## src/sv/ctb_pkg.sv

```systemverilog
`timescale 1ns / 1ps

package ctb_pkg;

	localparam int BANK_SIZE_DEF  = 16;
	localparam int COUNT_BITS_DEF = 16;

	localparam logic [2:0] KIND_TICK  = 3'd0;
	localparam logic [2:0] KIND_LOAD  = 3'd1;
	localparam logic [2:0] KIND_START = 3'd2;
	localparam logic [2:0] KIND_STOP  = 3'd3;
	localparam logic [2:0] KIND_SET   = 3'd4;
	localparam logic [2:0] KIND_CLEAR = 3'd5;
	localparam logic [2:0] KIND_QUERY = 3'd6;

	typedef struct packed {
		logic [2:0]  kind;
		logic [7:0]  timer_index;
		logic [15:0] load_value;
	} cmd_t;

	typedef struct packed {
		logic        status;
		logic        is_active;
		logic        is_expired;
		logic [31:0] now_time;
	} rsp_t;

endpackage

```

## src/sv/ctb_ram.sv

```systemverilog
`timescale 1ns / 1ps

module ctb_ram #(
	parameter int WIDTH = ctb_pkg::COUNT_BITS_DEF,
	parameter int DEPTH = ctb_pkg::BANK_SIZE_DEF,
	localparam int AW = (DEPTH > 1) ? $clog2(DEPTH) : 1
) (
	input  logic             clk,
	input  logic             wr_en,
	input  logic [AW-1:0]    wr_addr,
	input  logic [WIDTH-1:0] wr_data,
	input  logic             rd_en,
	input  logic [AW-1:0]    rd_addr,
	output logic [WIDTH-1:0] rd_data
);

	logic [WIDTH-1:0] mem [DEPTH];

	always_ff @(posedge clk) begin
		if (wr_en) begin
			mem[wr_addr] <= wr_data;
		end
		if (rd_en) begin
			rd_data <= mem[rd_addr];
		end
	end

endmodule

```

## src/sv/countdown_timer_bank_unit.sv

```systemverilog
`timescale 1ns / 1ps

// Channel  Direction  Handshake            Payload
// cmd      in         cmd_valid/cmd_stall  ctb_pkg::cmd_t
// rsp      out        rsp_valid/rsp_stall  ctb_pkg::rsp_t
//
// Every timer operation other than a tick is applied as it is taken, and its result is registered.
// A tick sweeps the count memory one timer per cycle through the single
// memory read port, and cmd stalls until the sweep and its drain state end.
// Reset clears the masks, the tick counter and the per-entry valid bits.
// A stalled response sits in the output register while one more beat is
// taken; a second result then waits in a hold register and cmd stalls.

module countdown_timer_bank_unit #(
	parameter int BANK_SIZE  = ctb_pkg::BANK_SIZE_DEF,
	parameter int COUNT_BITS = ctb_pkg::COUNT_BITS_DEF
) (
	input  logic          clk,
	input  logic          arst_n,
	input  logic          cmd_valid,
	output logic          cmd_stall,
	input  ctb_pkg::cmd_t cmd,
	output logic          rsp_valid,
	input  logic          rsp_stall,
	output ctb_pkg::rsp_t rsp
);

	localparam int IDX_W = (BANK_SIZE > 1) ? $clog2(BANK_SIZE) : 1;

	localparam logic [1:0] ST_IDLE  = 2'd0;
	localparam logic [1:0] ST_SWEEP = 2'd1;
	localparam logic [1:0] ST_DRAIN = 2'd2;

	logic [1:0]            state_q;
	logic [IDX_W-1:0]      sweep_q;
	logic [BANK_SIZE-1:0]  active_q;
	logic [BANK_SIZE-1:0]  expired_q;
	logic [BANK_SIZE-1:0]  valid_q;
	logic [31:0]           tick_q;

	logic                  wb_valid_s1;
	logic [IDX_W-1:0]      wb_idx_s1;

	logic                  rsp_valid_q;
	ctb_pkg::rsp_t         rsp_q;
	logic                  hold_valid_q;
	ctb_pkg::rsp_t         hold_q;

	logic                  cmd_fire;
	logic                  is_tick;
	logic                  in_range;
	logic [IDX_W-1:0]      idx;
	logic [BANK_SIZE-1:0]  sel_bit;
	logic [BANK_SIZE-1:0]  op_active;
	logic [BANK_SIZE-1:0]  op_expired;
	logic                  op_write;
	logic                  op_fire;

	logic [COUNT_BITS-1:0] ram_rd_data;
	logic                  ram_rd_en;
	logic                  ram_wr_en;
	logic [IDX_W-1:0]      ram_wr_addr;
	logic [COUNT_BITS-1:0] ram_wr_data;

	logic [COUNT_BITS-1:0] cur_count;
	logic                  wb_active;
	logic                  wb_expire;
	logic [BANK_SIZE-1:0]  wb_bit;

	logic                  res_fire;
	ctb_pkg::rsp_t         res;
	logic                  out_free;

	assign cmd_stall = (state_q != ST_IDLE) || hold_valid_q;
	assign cmd_fire  = cmd_valid && !cmd_stall;
	assign is_tick   = (cmd.kind == ctb_pkg::KIND_TICK);
	assign in_range  = cmd.timer_index < 8'(BANK_SIZE);
	assign idx       = cmd.timer_index[IDX_W-1:0];
	assign sel_bit   = BANK_SIZE'(1) << idx;
	assign op_fire   = cmd_fire && !is_tick && in_range;

	always_comb begin
		op_active  = active_q;
		op_expired = expired_q;
		op_write   = 1'b0;
		case (cmd.kind)
			ctb_pkg::KIND_LOAD: begin
				op_active  = active_q | sel_bit;
				op_expired = expired_q & ~sel_bit;
				op_write   = 1'b1;
			end
			ctb_pkg::KIND_START: begin
				op_active = active_q | sel_bit;
			end
			ctb_pkg::KIND_STOP: begin
				op_active = active_q & ~sel_bit;
			end
			ctb_pkg::KIND_SET: begin
				op_write = 1'b1;
			end
			ctb_pkg::KIND_CLEAR: begin
				op_expired = expired_q & ~sel_bit;
			end
			default: begin
			end
		endcase
	end

	assign cur_count = valid_q[wb_idx_s1] ? ram_rd_data : '0;
	assign wb_active = wb_valid_s1 && active_q[wb_idx_s1];
	assign wb_expire = cur_count <= COUNT_BITS'(1);
	assign wb_bit    = BANK_SIZE'(1) << wb_idx_s1;

	assign ram_rd_en = (state_q == ST_SWEEP);

	always_comb begin
		ram_wr_en   = 1'b0;
		ram_wr_addr = idx;
		ram_wr_data = COUNT_BITS'(cmd.load_value);
		if (wb_active) begin
			ram_wr_en   = 1'b1;
			ram_wr_addr = wb_idx_s1;
			ram_wr_data = wb_expire ? '0 : cur_count - COUNT_BITS'(1);
		end else if (op_fire && op_write) begin
			ram_wr_en = 1'b1;
		end
	end

	ctb_ram #(
		.WIDTH(COUNT_BITS),
		.DEPTH(BANK_SIZE)
	) u_count_ram (
		.clk    (clk),
		.wr_en  (ram_wr_en),
		.wr_addr(ram_wr_addr),
		.wr_data(ram_wr_data),
		.rd_en  (ram_rd_en),
		.rd_addr(sweep_q),
		.rd_data(ram_rd_data)
	);

	always_ff @(posedge clk or negedge arst_n) begin
		if (!arst_n) begin
			state_q     <= ST_IDLE;
			sweep_q     <= '0;
			wb_valid_s1 <= 1'b0;
			wb_idx_s1   <= '0;
			tick_q      <= '0;
		end else begin
			wb_valid_s1 <= ram_rd_en;
			wb_idx_s1   <= sweep_q;
			unique case (state_q)
				ST_IDLE: begin
					if (cmd_fire && is_tick) begin
						tick_q  <= tick_q + 32'd1;
						sweep_q <= '0;
						state_q <= ST_SWEEP;
					end
				end
				ST_SWEEP: begin
					if (sweep_q == IDX_W'(BANK_SIZE - 1)) begin
						state_q <= ST_DRAIN;
					end else begin
						sweep_q <= sweep_q + IDX_W'(1);
					end
				end
				ST_DRAIN: begin
					state_q <= ST_IDLE;
				end
				default: begin
					state_q <= ST_IDLE;
				end
			endcase
		end
	end

	always_ff @(posedge clk or negedge arst_n) begin
		if (!arst_n) begin
			active_q  <= '0;
			expired_q <= '0;
			valid_q   <= '0;
		end else begin
			if (wb_active && wb_expire) begin
				active_q  <= active_q & ~wb_bit;
				expired_q <= expired_q | wb_bit;
			end else if (op_fire) begin
				active_q  <= op_active;
				expired_q <= op_expired;
			end
			if (ram_wr_en) begin
				valid_q <= valid_q | (BANK_SIZE'(1) << ram_wr_addr);
			end
		end
	end

	always_comb begin
		res_fire       = 1'b0;
		res.status     = 1'b0;
		res.is_active  = 1'b0;
		res.is_expired = 1'b0;
		res.now_time   = tick_q;
		if (state_q == ST_DRAIN) begin
			res_fire = 1'b1;
		end else if (cmd_fire && !is_tick) begin
			res_fire       = 1'b1;
			res.status     = !in_range;
			res.is_active  = in_range && op_active[idx];
			res.is_expired = in_range && op_expired[idx];
		end
	end

	assign out_free = !rsp_valid_q || !rsp_stall;

	always_ff @(posedge clk or negedge arst_n) begin
		if (!arst_n) begin
			rsp_valid_q  <= 1'b0;
			hold_valid_q <= 1'b0;
		end else begin
			if (out_free) begin
				rsp_valid_q  <= hold_valid_q || res_fire;
				hold_valid_q <= 1'b0;
			end else if (res_fire) begin
				hold_valid_q <= 1'b1;
			end
		end
	end

	always_ff @(posedge clk) begin
		if (out_free) begin
			rsp_q <= hold_valid_q ? hold_q : res;
		end else if (res_fire) begin
			hold_q <= res;
		end
	end

	assign rsp_valid = rsp_valid_q;
	assign rsp       = rsp_q;

`ifndef ASSERT_OFF
	a_hold_needs_out: assert property (@(posedge clk) disable iff (!arst_n)
		hold_valid_q |-> rsp_valid_q)
		else $error("hold register full while output register is empty");

	a_tick_starts_sweep: assert property (@(posedge clk) disable iff (!arst_n)
		cmd_fire && is_tick |=> state_q == ST_SWEEP && sweep_q == '0)
		else $error("tick beat did not start a sweep at timer zero");

	a_writeback_in_sweep: assert property (@(posedge clk) disable iff (!arst_n)
		wb_valid_s1 |-> state_q == ST_SWEEP || state_q == ST_DRAIN)
		else $error("count write-back outside a sweep");

	a_drain_result: assert property (@(posedge clk) disable iff (!arst_n)
		state_q == ST_DRAIN |=> state_q == ST_IDLE && (rsp_valid_q || hold_valid_q))
		else $error("sweep ended without a result");
`endif

endmodule

```

## config.mk

```make
export PLATFORM = sky130hd
export DESIGN_NAME = countdown_timer_bank_unit
export DESIGN_NICKNAME = d
export VERILOG_FILES = /design/src/sv/ctb_pkg.sv /design/src/sv/ctb_ram.sv /design/src/sv/countdown_timer_bank_unit.sv
export SDC_FILE = /design/constraint.sdc
export NUM_CORES = 1
export LEC_CHECK = 0
export ABC_AREA = 1
export BUFFER_PORTS_ARGS = -buffer_cell sky130_fd_sc_hd__buf_4
export CAP_MARGIN = 30
export CORE_ASPECT_RATIO = 1.25
export CORE_MARGIN = 1.5
export CORE_UTILIZATION = 43
export CTS_BUF_LIST = sky130_fd_sc_hd__clkbuf_4
export DETAILED_ROUTE_END_ITERATION = 7
export SYNTH_ARGS = -nofsm -noshare
export SYNTH_HDL_FRONTEND = slang
export SYNTH_HIERARCHICAL = 1
export SYNTH_SLANG_ARGS = --single-unit
```

## constraint.sdc

```tcl
create_clock -name clk -period 8.7 [get_ports clk]
set_clock_uncertainty 0.15 [all_clocks]
set_input_delay 0.435 -clock clk [delete_from_list [all_inputs] [get_ports clk]]
set_output_delay 0.435 -clock clk [all_outputs]
set_load 0.01 [all_outputs]
```

# Word-level counts from Yosys, hierarchy flattened
# Memories as Yosys holds them, arrays and structs flattened. A register that Yosys moved wholly into a read port is not among the register bits.
# Cells that the tools add are included.
# W data, S select, Z words.
[word_totals] regBits=163 ramBits=256 in_bits=31 out_inout_bits=37 elab_cells=115 memories=1
[op_classes] addsub=3 n_lt_le_gt_ge=4 eq_ne=11 shift=3 muxes=36 bitwise_logic=9 n_reduce_logical=30
[mem_list] memory="u_count_ram.mem" depth=16 width=16 read_ports=1 rd_ports_with_merged_regs=1 wr=1 line="ctb_ram.sv:17" text="logic [WIDTH-1:0] mem [DEPTH];"
[ops] op="$mux W16" count=8
[ops] op="$and A16 B16 Y16" count=3
[ops] op="$or A16 B16 Y16" count=3
[ops] op="$shl A1 B4 Y16 const A" count=3
[ops] op="$mux W35" count=1
[ops] op="$add A32 B1 Y32 const B" count=1
[ops] op="$not A16 Y16" count=2
[ops] op="$pmux W16 S2" count=1
[ops] op="$bmux W1 S4" count=4
[ops] op="$le A16 B1 Y1 const B" count=1
[ops] op="$sub A16 B1 Y16 const B" count=1
[ops] op="$mux W1" count=13
[ops] op="$mux W4" count=3
[ops] op="$lt A4 B5 Y1 const B" count=2
[ops] op="$logic_and A1 B1 Y1" count=9
[ops] op="$lt A8 B5 Y1 const B" count=1
[ops] op="$pmux W4 S2" count=1
[ops] op="$reduce_bool A2 Y1" count=4
[ops] op="$eq A3 B2 Y1 const B" count=2
[ops] op="$eq A3 B3 Y1 const B" count=2
[ops] op="$mux W3" count=2
[ops] op="$reduce_and A2 Y1" count=3
[ops] op="$reduce_or A2 Y1" count=3
[ops] op="$logic_not A1 Y1" count=5
[ops] op="other kinds (14)" count=18

# Logic depth before layout (Yosys ltp)
[depth] word_depth=11 depth_mapped=20 mapped_depth_nobuf=18

# Cells and area by module
# The synthesis kept the hierarchy.
[modules_own_cells] module="ctb_ram" n_inst=1 cells_per_inst=1074 area_each_um2=11541.1 seq_area_each_um2=8167.8
[modules_own_cells] module="countdown_timer_bank_unit" n_inst=1 cells_per_inst=1098 area_each_um2=8936.1 seq_area_each_um2=4429.2

# Worst setup path before layout
# OpenSTA, ideal clock, no wires.
[synth_path] path_type="register to register" startpoint="reg wb_idx_s1[1]" endpoint="mem u_count_ram/mem[0][10] in the netlist's numbering, data pin" setup_time_ps=330 arrival_time_ps=3264 t_required_ps=8220 path_slack_ps=4956 stages_incl_launch_ff=19 path_buffers=5 synth_period_minus_slack_ps=3744 path_cell_list="dfrtp_1 -> buf_4 -> nor2_2 -> a21oi_1 -> nand3_1 -> nand3_1 -> nand2_2 -> buf_6 -> buf_6 -> buf_4 -> nand2_1 -> ha_1 -> or2_2 -> nand2_1 -> nor2_1 -> nand2_1 -> o21ai_1 -> buf_2 -> o21ai_0"
[synth_between] elab_chain_cells=6 elab_cells_between_ends=10 cone_classes="add/sub: 1; order compare: 1; mux: 7; reduce/logical: 1"
[synth_lines] item="start: declaration" line="countdown_timer_bank_unit.sv:42" text="logic [IDX_W-1:0] wb_idx_s1;"
[synth_lines] item="start signal: assignment" line="countdown_timer_bank_unit.sv:151" text="wb_idx_s1 <= sweep_q;"
[synth_lines] item="$bmux W1 S4" line="countdown_timer_bank_unit.sv:109" text="assign cur_count = valid_q[wb_idx_s1] ? ram_rd_data : '0;"
[synth_lines] item="$mux W1 (not written as such)" line="countdown_timer_bank_unit.sv:109"
[synth_lines] item="$mux W16" line="countdown_timer_bank_unit.sv:109"
[synth_lines] item="$sub A16 B1 Y16 / $le A16 B1 Y1 (equally long branches)" line="countdown_timer_bank_unit.sv:123, countdown_timer_bank_unit.sv:111"
[synth_lines] item="$mux W16" line="countdown_timer_bank_unit.sv:123" text="ram_wr_data = wb_expire ? '0 : cur_count - COUNT_BITS'(1);"
[synth_lines] item="$mux W16 *" line="countdown_timer_bank_unit.sv:120" text="if (wb_active) begin"
[synth_lines] item="via ram_wr_data[10]" line="countdown_timer_bank_unit.sv:63" text="logic [COUNT_BITS-1:0] ram_wr_data;"
[synth_lines] item="end: declaration" line="ctb_ram.sv:17"
# The timed path passes the listed nets; every way through them passes the cells marked *. The select of a mux whose other input is x is not followed.

# Final worst setup path
[layout_path] startpoint="reg wb_idx_s1[2]" endpoint="mem u_count_ram/mem[10][13] in the netlist's numbering, data pin"
# Same word-level chain as after synthesis.

==> reports/qor.txt <==
Synth Instances: 2172
Iteration-0 DRC Markers: 1030
setup bufs post-CTS: 0
Distinct cells, synth: 44
grt peak-use layer: met2
Reg-to-Reg Start: wb_idx_s1[2]
post-synthesis instance area: 20500 sq um
first-pass detailed-route iteration total: 5
share of cells above drive strength 1: 14.2%
clk slew on worst S/H paths: 0.06 ns
DRC: 0
M2 GR Usage: 35.0%
pwr dens: 324 nW/um^2
DRT antenna net count: 0
CP endpoint: u_count_ram/mem[10][13]
final core occ: 49.8%
MaxCap Viol Count: 0
Switching Fraction: 39.6%
worst hold stages: 7
area grow syn2layout: 14.6%
measured slew at the worst slew-check pin: 1.02 ns
Worst Hold Class: in -> reg
sw power: 3010 uW
Slew Limit Headroom: 31.9%
Routability Congestion: 0.917
Worst IR Drop VDD: 0.151 mV
maximum clock rate: 231 MHz
met1 GRT Util: 26.1%
most frequent CP cell: nand2_1
CTS sink count: 435
Clock Latency Late Sink: 0.89 ns
Routed WL: 49600 um
Final TNS setup: 0 ns
CP endpoint kind: register
status: finished, final reports clean
global route overflow: 0
IO Port Bufs: 67
hold buffers post-CTS: 24
Final Setup Violations: 0
global routing usage on met3: 3.89%
vias in the first global route: 15300
Final Cycle Share: 49.7%
Non-Filler Instances: 3051
R2R Path End: u_count_ram/mem[10][13]
row count: 89
Worst R2R Setup Slack: 4.38 ns
Seq/Total Area, Yosys: 61.5%
via-per-instance ratio: 5.10
synthesis-stage register bit count: 435
root buf cell: clkbuf_4
largest net degree at the start of global routing: 95
Total GRT Usage: 20.8%
leak pwr: 0.0103 uW
CP max FO: 34
combinational power share: 36.7%
# nets final: 2359
reg2reg path depth: 15
total I/O pin count: 68
Yosys Warn Count: 6
Vias: 15600
CTS resizes: 0
die width: 198 um
WS Path Type: reg -> reg
Critical Path Source: wb_idx_s1[2]
final hold vios: 0
slowest cell on the critical path: dfrtp_1
Tmin final: 4.32 ns
Starting Density: 43.5%
CTS tree: built
Placed Cells: 2817
initial antenna violation count: 3
crit path launch type: register
Sequential Power Share: 40.2%
clock share of power: 23.1%
routed len/inst: 16.2 um
CP arrival: 4.54 ns
Clock Tree Buf Depth: 3
H-tree depth: 3
first-pass GRT wire length: 79700 um
syn avg cell area: 9.43 sq um
Mapped Nets: 2207
unrepaired setup endpoints after global routing: no
Power Internal: 4600 uW
CP Cell Sequence: clkinv_1, nand3_1, nand3_1, nand2_2, nand2_1, inv_1, ha_1, or2_2, nand2_1, nor2_1, nand2_1, nor2_4, nor2_1, nand3_1, nand2_1
CORE AREA: 47100 sq um
Worst EP required: 8.92 ns
fin. max-slew vios: 0
dpl hpwl: 31100 um
Die ar.: 48900 sq um
Die Ht: 247 um
peak per-stage delay on the critical path: 0.66 ns
CTS buffer count: 110
-- synth_stat cells, drive strengths merged --
cell type | number | area, sq um
a21oi | 28 | 174
nand2 | 631 | 2380
ha | 4 | 50.1
a211oi | 1 | 7.51
nor3 | 22 | 115
dfrtp | 93 | 2330
and3 | 1 | 6.26
nand3b | 11 | 82.6
clkinv | 3 | 11.3
o21a | 5 | 37.5
nor4 | 8 | 50.1
inv | 321 | 1200
or2 | 2 | 12.5
o31ai | 16 | 120
a21boi | 1 | 7.51
nand3 | 308 | 1550
nor2 | 111 | 437
nand4 | 19 | 119
xor2 | 33 | 289
o41ai | 6 | 60.1
a22oi | 9 | 72.6
o211ai | 2 | 15.0
o21bai | 2 | 15.0
clkbuf | 32 | 120
xnor2 | 4 | 35.0
edfxtp | 342 | 10300
o2111ai | 2 | 17.5
o21ai | 96 | 492
buf | 59 | 399
-- flip-flops by register name, indices dropped and copies added (netlist names), 4 cells and up --
register,flops
u_count_ram/rd_data,16
rsp,35
u_count_ram/mem,256
hold_q,35
tick_q,32
wb_idx_s1,4
active_q,16
sweep_q,4
expired_q,16
valid_q,16
-- critical path: cells and delay by family, from the launching register on --
kind | cells | cell delay, ns
DFF | 1 | 0.66
buffers and inverters | 2 | 0.53
and+or+nand+nor | 12 | 2.32
adders and majority gates | 1 | 0.14
-- stage by stage --
stage / hold slack [ns] / setup slack [ns] / power (uW) / cell area [sq um]
floorplan: -0.0106 / 4.96 / 4960 / 20500
global placement: 0.241 / 4.45 / 5760 / 21500
finish: 0.159 / 4.38 / 7610 / 23500
CTS: 0.0416 / 4.14 / 7640 / 23400
detailed placement: 0.250 / 4.26 / 5830 / 21600
global route: 0.134 / 3.99 / 8150 / 23500
-- layout make-up --
type | count | area, sq um
Inverter | 324 | 1220
Clock inverter | 23 | 135
Sequential cell | 435 | 12600
Fill cell | 4397 | 23600
Tap cell | 637 | 797
Clock buffer | 176 | 1320
Antenna cell | 3 | 7.51
Timing Repair Buffer | 131 | 1200
Multi-Input combinational cell | 1322 | 6190
-- worst min path at each step --
stage	startpoint	end	slack (ns)
global route	cmd[25]	active_q[15]	0.13
finish	cmd[25]	active_q[15]	0.16
global placement	arst_n	expired_q[12]	0.24
floorplan	arst_n	active_q[0]	-0.01
CTS	cmd[25]	active_q[15]	0.04
detailed placement	arst_n	expired_q[12]	0.25
-- power groups by stage --
stage	Clock, uW	Combinational (uW)	Sequential, uW
floorplan	0	1930	3030
global placement	0	2660	3100
detailed placement	0	2730	3100
CTS	1820	2750	3060
global route	1940	3130	3090
finish	1760	2790	3060
-- layer usage --
layer  routed length, um  vias up
li1                    -     7529
met1               21000     7425
met2               24100      478
met3                2910      125
met4                1550        0
met5                   0        -
-- cell families (layout without fill, tap and decap cells) --
logic type / count (synthesis) / after routing / share of synthesized area, %
fa+ha+maj: 4 / 4 / 0.244
flops: 435 / 435 / 61.5
buf+inv: 415 / 654 / 8.47
compound gates: 168 / 168 / 4.97
xor+xnor: 37 / 37 / 1.58
other cells: 0 / 3 / 0
simple gates: 1113 / 1113 / 23.2
-- placed cells by master (no fill, tap or decap), drive strengths merged, types with 28 or more instances in the layout --
cell / synthesis / layout
dfrtp: 93 / 93
nor2: 111 / 111
nand3: 308 / 308
edfxtp: 342 / 342
a21oi: 28 / 28
inv: 321 / 322
o21ai: 96 / 96
clkbuf: 32 / 176
nand2: 631 / 631
xor2: 33 / 33
buf: 59 / 105
Note: power is estimated with default switching activity, not from simulation.
